===== src/tcp_flow_tracker_top_assert.svh =====
// Assertion macros for the TCP flow tracker.
// Used by tcp_flow_tracker_top; depends on nothing else.
`ifndef TCP_FLOW_TRACKER_TOP_ASSERT_SVH
`define TCP_FLOW_TRACKER_TOP_ASSERT_SVH

// same-cycle implication
`define TFT_ASSERT_NOW(lbl, clk, rst_n, ante, cons) \
    lbl: assert property (@(posedge clk) disable iff (!rst_n) (ante) |-> (cons)) \
        else $error("tcp_flow_tracker: assertion failed");

// next-cycle implication
`define TFT_ASSERT_NXT(lbl, clk, rst_n, ante, cons) \
    lbl: assert property (@(posedge clk) disable iff (!rst_n) (ante) |=> (cons)) \
        else $error("tcp_flow_tracker: assertion failed");

`endif


===== src/tft_pkg.sv =====
// Shared types and constants for the TCP flow tracker.
// No dependencies.
package tft_pkg;

    localparam int TFT_ENTRIES_DEF  = 64;
    localparam int TFT_BYTES_DEF    = 48;
    localparam int TFT_WORDS        = 6;

    // TCP flag bit positions
    localparam int FL_FIN = 0;
    localparam int FL_SYN = 1;
    localparam int FL_RST = 2;
    localparam int FL_ACK = 4;

    // flow flag bit positions
    localparam int FF_EST    = 0;
    localparam int FF_TERM   = 1;
    localparam int FF_SYNACK = 2;

    localparam logic       OP_PACKET = 1'b0;
    localparam logic       OP_READ   = 1'b1;
    localparam logic [2:0] WORD_LAST = 3'd5;

    typedef struct packed {
        logic        op;
        logic [31:0] src_ip;
        logic [31:0] dst_ip;
        logic [15:0] src_port;
        logic [15:0] dst_port;
        logic [31:0] seq_num;
        logic [7:0]  tcp_flags;
        logic [15:0] payload_len;
        logic [5:0]  read_slot;
    } t_in_beat;

    typedef struct packed {
        logic        duplicate;
        logic [5:0]  slot;
        logic        new_flow;
        logic        table_full;
        logic        entry_valid;
        logic [2:0]  word_index;
        logic [63:0] read_word;
        logic        last;
    } t_out_beat;

    // priority chain between neighboring cells
    typedef struct packed {
        logic hit_seen;
        logic free_seen;
    } t_chain;

    // update command broadcast to all cells
    typedef struct packed {
        logic        valid;
        logic        alloc;
        logic        fwd;
        logic [7:0]  flags;
        logic [31:0] seq;
        logic [15:0] len;
        logic [15:0] new_id;
    } t_cmd;

endpackage


===== src/tft_cell.sv =====
// One flow table entry: key compare, priority chain link, local update.
// Depends on tft_pkg.
module tft_cell #(
    parameter int BYTE_BITS = tft_pkg::TFT_BYTES_DEF
) (
    input  logic              i_clk,
    input  logic              i_rst_n,
    input  tft_pkg::t_in_beat i_key,
    input  tft_pkg::t_chain   i_chain,
    output tft_pkg::t_chain   o_chain,
    output logic              o_hit,
    output logic              o_fwd,
    output logic              o_free,
    input  tft_pkg::t_cmd     i_cmd,
    input  logic              i_sel,
    output logic              o_dup,
    output logic              o_est,
    output logic              o_used,
    output logic [63:0]       o_words [tft_pkg::TFT_WORDS]
);
    import tft_pkg::*;

    logic                 r_used;
    logic [31:0]          r_ini_ip, r_res_ip, r_exp_f, r_exp_r;
    logic [15:0]          r_ini_p, r_res_p, r_id;
    logic [31:0]          r_pk_f, r_pk_r, r_dp_f, r_dp_r;
    logic [BYTE_BITS-1:0] r_by_f, r_by_r;
    logic [2:0]           r_flags;

    logic                 w_mf, w_mr, w_dup, w_est, w_syn, w_ack, w_go;
    logic [2:0]           n_flags;
    logic [31:0]          w_next_seq;
    logic [BYTE_BITS:0]   w_sum_f, w_sum_r;
    logic [BYTE_BITS-1:0] w_byte_max;

    assign w_mf = r_used && r_ini_ip == i_key.src_ip && r_res_ip == i_key.dst_ip
               && r_ini_p == i_key.src_port && r_res_p == i_key.dst_port;
    assign w_mr = r_used && r_ini_ip == i_key.dst_ip && r_res_ip == i_key.src_ip
               && r_ini_p == i_key.dst_port && r_res_p == i_key.src_port;

    assign o_hit   = !i_chain.hit_seen && (w_mf || w_mr);
    assign o_fwd   = w_mf;
    assign o_free  = !i_chain.free_seen && !r_used;
    assign o_chain = '{hit_seen: i_chain.hit_seen || w_mf || w_mr,
                       free_seen: i_chain.free_seen || !r_used};
    assign o_used  = r_used;

    assign w_syn      = i_cmd.flags[FL_SYN];
    assign w_ack      = i_cmd.flags[FL_ACK];
    assign w_go       = i_sel && i_cmd.valid;
    assign w_dup      = i_cmd.fwd ? (i_cmd.seq < r_exp_f) : (i_cmd.seq < r_exp_r);
    assign w_next_seq = i_cmd.seq + 32'(i_cmd.len);
    assign w_byte_max = '1;
    assign w_sum_f    = {1'b0, r_by_f} + (BYTE_BITS+1)'(i_cmd.len);
    assign w_sum_r    = {1'b0, r_by_r} + (BYTE_BITS+1)'(i_cmd.len);

    always_comb begin
        n_flags = r_flags;
        if (!n_flags[FF_EST] && w_syn && w_ack) n_flags[FF_SYNACK] = 1'b1;
        w_est = n_flags[FF_SYNACK] && w_ack && !w_syn;
        if (w_est) begin
            n_flags[FF_EST]    = 1'b1;
            n_flags[FF_SYNACK] = 1'b0;
        end
        if (i_cmd.flags[FL_FIN] || i_cmd.flags[FL_RST]) n_flags[FF_TERM] = 1'b1;
    end

    assign o_dup = w_go && !i_cmd.alloc && w_dup;
    assign o_est = w_go && !i_cmd.alloc && w_est;

    always_ff @(posedge i_clk) begin
        if (!i_rst_n) begin
            r_used <= 1'b0;
        end else if (w_go && i_cmd.alloc) begin
            r_used <= 1'b1;
        end
    end

    always_ff @(posedge i_clk) begin
        if (w_go && i_cmd.alloc) begin
            r_ini_ip <= i_key.src_ip;
            r_res_ip <= i_key.dst_ip;
            r_ini_p  <= i_key.src_port;
            r_res_p  <= i_key.dst_port;
            r_exp_f  <= w_next_seq;
            r_exp_r  <= '0;
            r_pk_f   <= 32'd1;
            r_pk_r   <= '0;
            r_by_f   <= BYTE_BITS'(i_cmd.len);
            r_by_r   <= '0;
            r_dp_f   <= '0;
            r_dp_r   <= '0;
            r_flags  <= '0;
            r_id     <= '0;
        end else if (w_go) begin
            r_flags <= n_flags;
            if (w_est) r_id <= i_cmd.new_id;
            if (i_cmd.fwd) begin
                if (w_dup) begin
                    if (r_dp_f != '1) r_dp_f <= r_dp_f + 32'd1;
                end else begin
                    r_exp_f <= w_next_seq;
                end
                r_by_f <= w_sum_f[BYTE_BITS] ? w_byte_max : w_sum_f[BYTE_BITS-1:0];
                if (r_pk_f != '1) r_pk_f <= r_pk_f + 32'd1;
            end else begin
                if (w_dup) begin
                    if (r_dp_r != '1) r_dp_r <= r_dp_r + 32'd1;
                end else begin
                    r_exp_r <= w_next_seq;
                end
                r_by_r <= w_sum_r[BYTE_BITS] ? w_byte_max : w_sum_r[BYTE_BITS-1:0];
                if (r_pk_r != '1) r_pk_r <= r_pk_r + 32'd1;
            end
        end
    end

    assign o_words[0] = {r_ini_ip, r_res_ip};
    assign o_words[1] = {r_ini_p, r_res_p, r_id, 13'd0, r_flags};
    assign o_words[2] = {r_pk_f, r_pk_r};
    assign o_words[3] = 64'(r_by_f);
    assign o_words[4] = 64'(r_by_r);
    assign o_words[5] = {r_dp_f, r_dp_r};

endmodule


===== config.mk =====
export PLATFORM = sky130hd
export DESIGN_NAME = tft_cell
export DESIGN_NICKNAME = d
export VERILOG_FILES = /design/src/tcp_flow_tracker_top_assert.svh /design/src/tft_pkg.sv /design/src/tft_cell.sv
export SDC_FILE = /design/constraint.sdc
export NUM_CORES = 1
export LEC_CHECK = 0
export BUFFER_PORTS_ARGS = -buffer_cell sky130_fd_sc_hd__buf_4
export CORE_MARGIN = 2
export CORE_UTILIZATION = 40
export DETAILED_ROUTE_END_ITERATION = 16
export SLEW_MARGIN = 20
export SYNTH_ARGS = -nofsm -noshare
export SYNTH_HDL_FRONTEND = slang
export SYNTH_SLANG_ARGS = --single-unit
export TNS_END_PERCENT = 50

===== constraint.sdc =====
create_clock -name i_clk -period 5.3 [get_ports i_clk]
set_clock_uncertainty 0.05 [all_clocks]
set_input_delay 0.53 -clock i_clk [delete_from_list [all_inputs] [get_ports i_clk]]
set_output_delay 0.53 -clock i_clk [all_outputs]
set_load 0.02 [all_outputs]

=== Yosys cells after proc, flatten, opt, wreduce, memory -nomap -nowiden ===
Index checks and enable logic that the tools add are counted.

* Flip-flop bits (word level): 404
* Input bits: 239
* Output and inout port bits: 392
* Logic and storage cells: 97

* Add/sub/neg operators: 7
* $lt $le $gt $ge: 2
* Eq/ne operators: 13
* Mux-type cells: 12
* Bitwise logic cells: 2
* Reduce and logical (&&, ||, !) cells: 43

{| class="wikitable"
|+ Operators by type and width
! cell !! count
|-
| 32-bit by 1-bit adder with 32-bit output (second input constant) || 4
|-
| 32-bit == test || 4
|-
| 32-bit 2-to-1 mux || 4
|-
| 32-bit inequality test (second input constant) || 4
|-
| 48-bit by 16-bit adder with 49-bit output || 2
|-
| 48-bit 2-to-1 mux || 2
|-
| 16-bit == test || 4
|-
| 32-bit less-than comparator || 2
|-
| 16-bit 2-to-1 mux || 3
|-
| 32-bit by 16-bit adder with 32-bit output || 1
|-
| 1-bit logical AND || 19
|-
| 3-bit AND reduction || 4
|-
| 2-bit AND reduction || 5
|-
| 4-bit AND reduction || 2
|-
| 1-bit logical NOT || 6
|-
| 1-bit logical OR || 5
|-
| 2-bit nonzero test || 2
|-
| 1-bit 2-to-1 mux || 3
|-
| 2-bit by 1-bit inequality test with 1-bit output (second input constant) || 1
|-
| 1-bit inverter || 2
|}

=== Longest topological paths before layout ===
* Depth in word-level cells: 7
* Gate-level depth with buffers: 13
* Mapped depth without buffers: 11

=== Least setup slack after synthesis ===
No wires, ideal clock.

* Kind: input port to flip-flop
* From: input port i_sel
* To: register r_ini_ip[0] (enable)
* Library setup time: 0.498 ns
* Arrival time: 4.395 ns
* Required time: 4.752 ns
* Slack: 0.357 ns
* Stages: 7
* Path buffers: 4
* Path through: and2_1 > clkbuf_1 > nand2_1 > inv_1 > clkbuf_1 > clkbuf_1 > clkbuf_1

* Word-level cells in the longest chain between the ends: 2

{| class="wikitable"
|+ RTL lines
! item !! RTL line !! text
|-
| start: declaration || tft_cell.sv:15 || <nowiki>input logic i_sel,</nowiki>
|-
| 1-bit logical AND || tft_cell.sv:50 || <nowiki>assign w_go = i_sel && i_cmd.valid;</nowiki>
|-
| 1-bit logical AND || tft_cell.sv:80 || <nowiki>if (w_go && i_cmd.alloc) begin</nowiki>
|-
| end signal: assignment || tft_cell.sv:81 || <nowiki>r_ini_ip <= i_key.src_ip;</nowiki>
|-
| end: declaration || tft_cell.sv:24 || <nowiki>logic [31:0] r_ini_ip, r_res_ip, r_exp_f, r_exp_r;</nowiki>
|}

No other way between the ends.
A chain may end at the register's enable or synchronous reset.

=== Worst setup path in the final report ===
* From: register r_exp_f[29]
* To: output port o_dup

* Word-level cells in the longest chain between the ends: 3

{| class="wikitable"
|+ RTL lines
! item !! RTL line !! text
|-
| start: declaration || tft_cell.sv:24 ||
|-
| start signal: assignment || tft_cell.sv:85 || <nowiki>r_exp_f <= w_next_seq;</nowiki>
|-
| start signal: assignment || tft_cell.sv:102 || <nowiki>r_exp_f <= w_next_seq;</nowiki>
|-
| 32-bit less-than comparator || tft_cell.sv:51 || <nowiki>assign w_dup = i_cmd.fwd ? (i_cmd.seq < r_exp_f) : (i_cmd.seq < r_exp_r);</nowiki>
|-
| 1-bit 2-to-1 mux || tft_cell.sv:51 ||
|-
| 1-bit logical AND || tft_cell.sv:68 || <nowiki>assign o_dup = w_go && !i_cmd.alloc && w_dup;</nowiki>
|-
| end: declaration || tft_cell.sv:16 || <nowiki>output logic o_dup,</nowiki>
|}

No other way between the ends.

==> metrics.txt <==
GR Util met2=0.410; Setup Buffers After CTS=0; Synth cell types=75; Post-synth EDFFs=144; fin crit period=4.03 ns; initial antenna violation count=2; critical path cell sequence=inv_1 -> ha_1 -> a21o_1 -> a21o_1 -> a21oi_1 -> o21ai_0 -> nor3_1 -> buf_4 -> a21boi_0 -> a21oi_1 -> nor3_1 -> buf_4; RSZ-0062 raised after global routing=false; setup TNS=0 ns; First-pass DRT Iterations=6; VDD IR max=0.000252 V; Port Buffers=518; vias per cell=5.50; met1 Use GR=0.338; final RePlAce weighted congestion=0.937; area of the multi-input gates=12300 µm²; Post-CTS Hold Fix Bufs=0; Critical Path RT=4.72 ns; die area=59100 µm²; slowest CP cell=a21boi_0; Clock Path Buffers=3; worst r2r src=r_exp_f[9]; register area share after synthesis=0.416; clock latency on the worst-skew pair=0.59 ns; CTS H-Tree Depth=2; HP Start=i_key[87]; Core Box Area=56500 µm²; Slew @ Worst Pin=1.03 ns; Slew Limit Fails=0; global route hottest layer=met2; initial core utilization=0.405; fin crit share=0.761; routed vias=20900; critical path fanouts, max=7; static leakage=11.8 nW; slew margin rel.=0.312; PD cells=302 nW/µm²; final cell count without fillers=3790; CTS Buf Count=47; Area Growth Syn to Fin=26.2%; CTS sink count=404; Final Hold Fails=0; Hold WC Path Type=in2reg; Layout fillers=5322; Worst setup EP type=primary output; async set-reset flop share out of synthesis=0; die width=243 µm; outcome=complete, no violations; DRC viols=0; maxcap violations=0; Setup crit start=r_exp_f[29]; drt total wl=78600 µm; Post-CTS Resized=0; die height=243 µm; I/O Pins=631; vias in the first global route=19700; synth warn=0; Main synth FF type=dfxtp_1; total placed cells including tap cells=3705; WP data arrival=3.45 ns; largest net degree at the start of global routing=127; DR WL/cell=20.7 µm; Post-Synthesis Cells=2494; TritonCTS clock tree=built; GRT Overall Usage=0.256; Initial DRC Count=1614; DPL Wire Length=60300 µm; M3 GR Usage=0.0602; slowest stage delay, CP=0.41 ns; post-route ant nets=0; layout cell share with drive strength beyond 1=0.219; Setup-failing EPs final=0; CP top delay family=compound AO/OA/AOI/OAI gates; storage element area=9530 µm²; Site Rows=87; first-pass GRT wire length=118000 µm; Yosys reg bits=404; CP Launch Type=register; critical path class=reg2out; Synth Cell Area=22900 µm²; clk slew on worst S/H paths=0.06 ns; Worst Path Buf+Inv=3; Final #Nets=3354; FMAX=248 MHz; CTS root buffer=clkbuf_16; GRT overflow=0; Synth Area per Inst=9.17 µm²
power breakdown:
part           internal [mW]  switching [mW]
Combinational          0.816            1.11
Clock                   1.81            1.35
Sequential              3.46           0.183
cell families (layout without fill, tap and decap cells):
family                   count (synthesis)  after routing  share of synthesized area
flip-flops                             404            404                      0.416
multiplexers                            21             21                    0.00919
AO/OA/AOI/OAI                          518            518                      0.148
AND/OR/NAND/NOR                        854            854                      0.195
XOR/XNOR                               289            289                      0.111
other                                    1             46                   0.000164
buffers and inverters                  290            785                     0.0559
adder cells (fa/ha/maj)                117            117                     0.0650
state kept, by name, summed over array words and instances, names as in the netlist:
signal and flops:
r_exp_f 32, r_dp_f 32, r_pk_f 32, r_exp_r 32, r_ini_ip 32, r_flags 3, r_by_r 48, r_res_p 16
r_ini_p 16, r_id 16, r_dp_r 32, o_used 1, r_pk_r 32, r_by_f 48, r_res_ip 32
layout make-up:
cell class              count  share of cell area
diodes                      1           0.0000866
clock buffers              77              0.0489
clock inverters             7             0.00173
inverters                 162              0.0213
multi-input cells        1844               0.425
flip-flops and latches    404               0.330
well taps                 756              0.0328
repair buffers            539               0.141
metrics by stage:
step                       util  setup slack (ns)  power (mW)  hold slack, ns  instance area [µm²]
after global routing      0.511             0.990        9.14          0.0622                28900
final                     0.511              1.27        8.73          0.0855                28900
after CTS                 0.511              1.19        8.80          0.0565                28900
after detailed placement  0.485              1.07        5.62           0.398                27400
after floorplan               -             0.357        4.90           0.386                23000
after global placement    0.485              1.01        5.57           0.385                27400
cell usage after synthesis (8+ instances only):
cell type	instances	area, µm²
o211a_1	10	100
a21oi_1	163	816
buf_4	46	345
a31oi_1	25	156
or4_1	26	195
buf_2	8	40.0
nand2_1	215	807
nor2b_1	10	62.6
o31ai_1	14	105
nor4_1	41	257
and3_1	44	275
a211oi_1	15	113
and2_1	13	81.3
edfxtp_1	144	4320
xor2_1	101	885
dfxtp_1	260	5200
clkbuf_1	71	267
and4_1	23	201
a21o_1	41	308
o21ai_0	78	390
or3_1	32	200
nand3_1	90	450
ha_1	114	1430
o211ai_1	22	165
nor2_1	161	604
o22ai_1	19	119
nand2b_1	14	87.6
xnor2_1	188	1650
or2_2	20	125
o22a_1	11	96.3
nor4_2	15	188
o21ai_1	19	95.1
o21ba_2	9	90.1
o2bb2ai_1	11	96.3
nand4_1	84	526
inv_1	162	608
a22o_1	8	70.1
nor3_1	46	230
mux2i_1	21	210
path summary, 6_finish.rpt:
kind / endpoint / slack, ns / depth (start not counted)
max reg2reg: r_dp_f[5] / 1.43 / 11
min: r_ini_p[9] / 0.09 / 1
max: o_dup / 1.27 / 12
min reg2reg: r_exp_r[16] / 0.40 / 2
routing by layer:
layer / vias to the layer above / share of wire / routed length [µm]
met5: - / 0.00011 / 9
met4: 2 / 0.034 / 2690
met3: 130 / 0.080 / 6250
met2: 727 / 0.46 / 36300
met1: 10000 / 0.42 / 33300
li1: 9972 / - / -
worst reg2reg max path, stage by stage, from the launching register on:
cell      delay (ns)
edfxtp_1        0.36
inv_1           0.07
ha_1            0.23
a21o_1          0.16
a21o_1          0.17
a21oi_1         0.24
o211ai_1        0.24
a21oi_1         0.61
nand2_1         0.73
buf_4           0.40
or4_1           0.47
nand2_1         0.08
cells in the final DEF (no fill, tap or decap), types with 21 or more instances in the layout:
| cell type | count |
|---|---|
| o211ai_1 | 22 |
| nor3_1 | 46 |
| o21ai_0 | 77 |
| and4_1 | 23 |
| ha_1 | 114 |
| conb_1 | 45 |
| edfxtp_1 | 144 |
| nor4_1 | 41 |
| mux2i_1 | 21 |
| nor2_1 | 159 |
| inv_1 | 161 |
| clkbuf_16 | 49 |
| nand2_1 | 214 |
| dfxtp_1 | 260 |
| a21o_1 | 41 |
| xor2_1 | 101 |
| buf_4 | 538 |
| nand3_1 | 90 |
| a21oi_1 | 163 |
| xnor2_1 | 188 |
| and3_1 | 44 |
| nand4_1 | 84 |
| or4_1 | 26 |
| or3_1 | 32 |
| a31oi_1 | 25 |
Note: power is estimated with default switching activity, not from simulation.
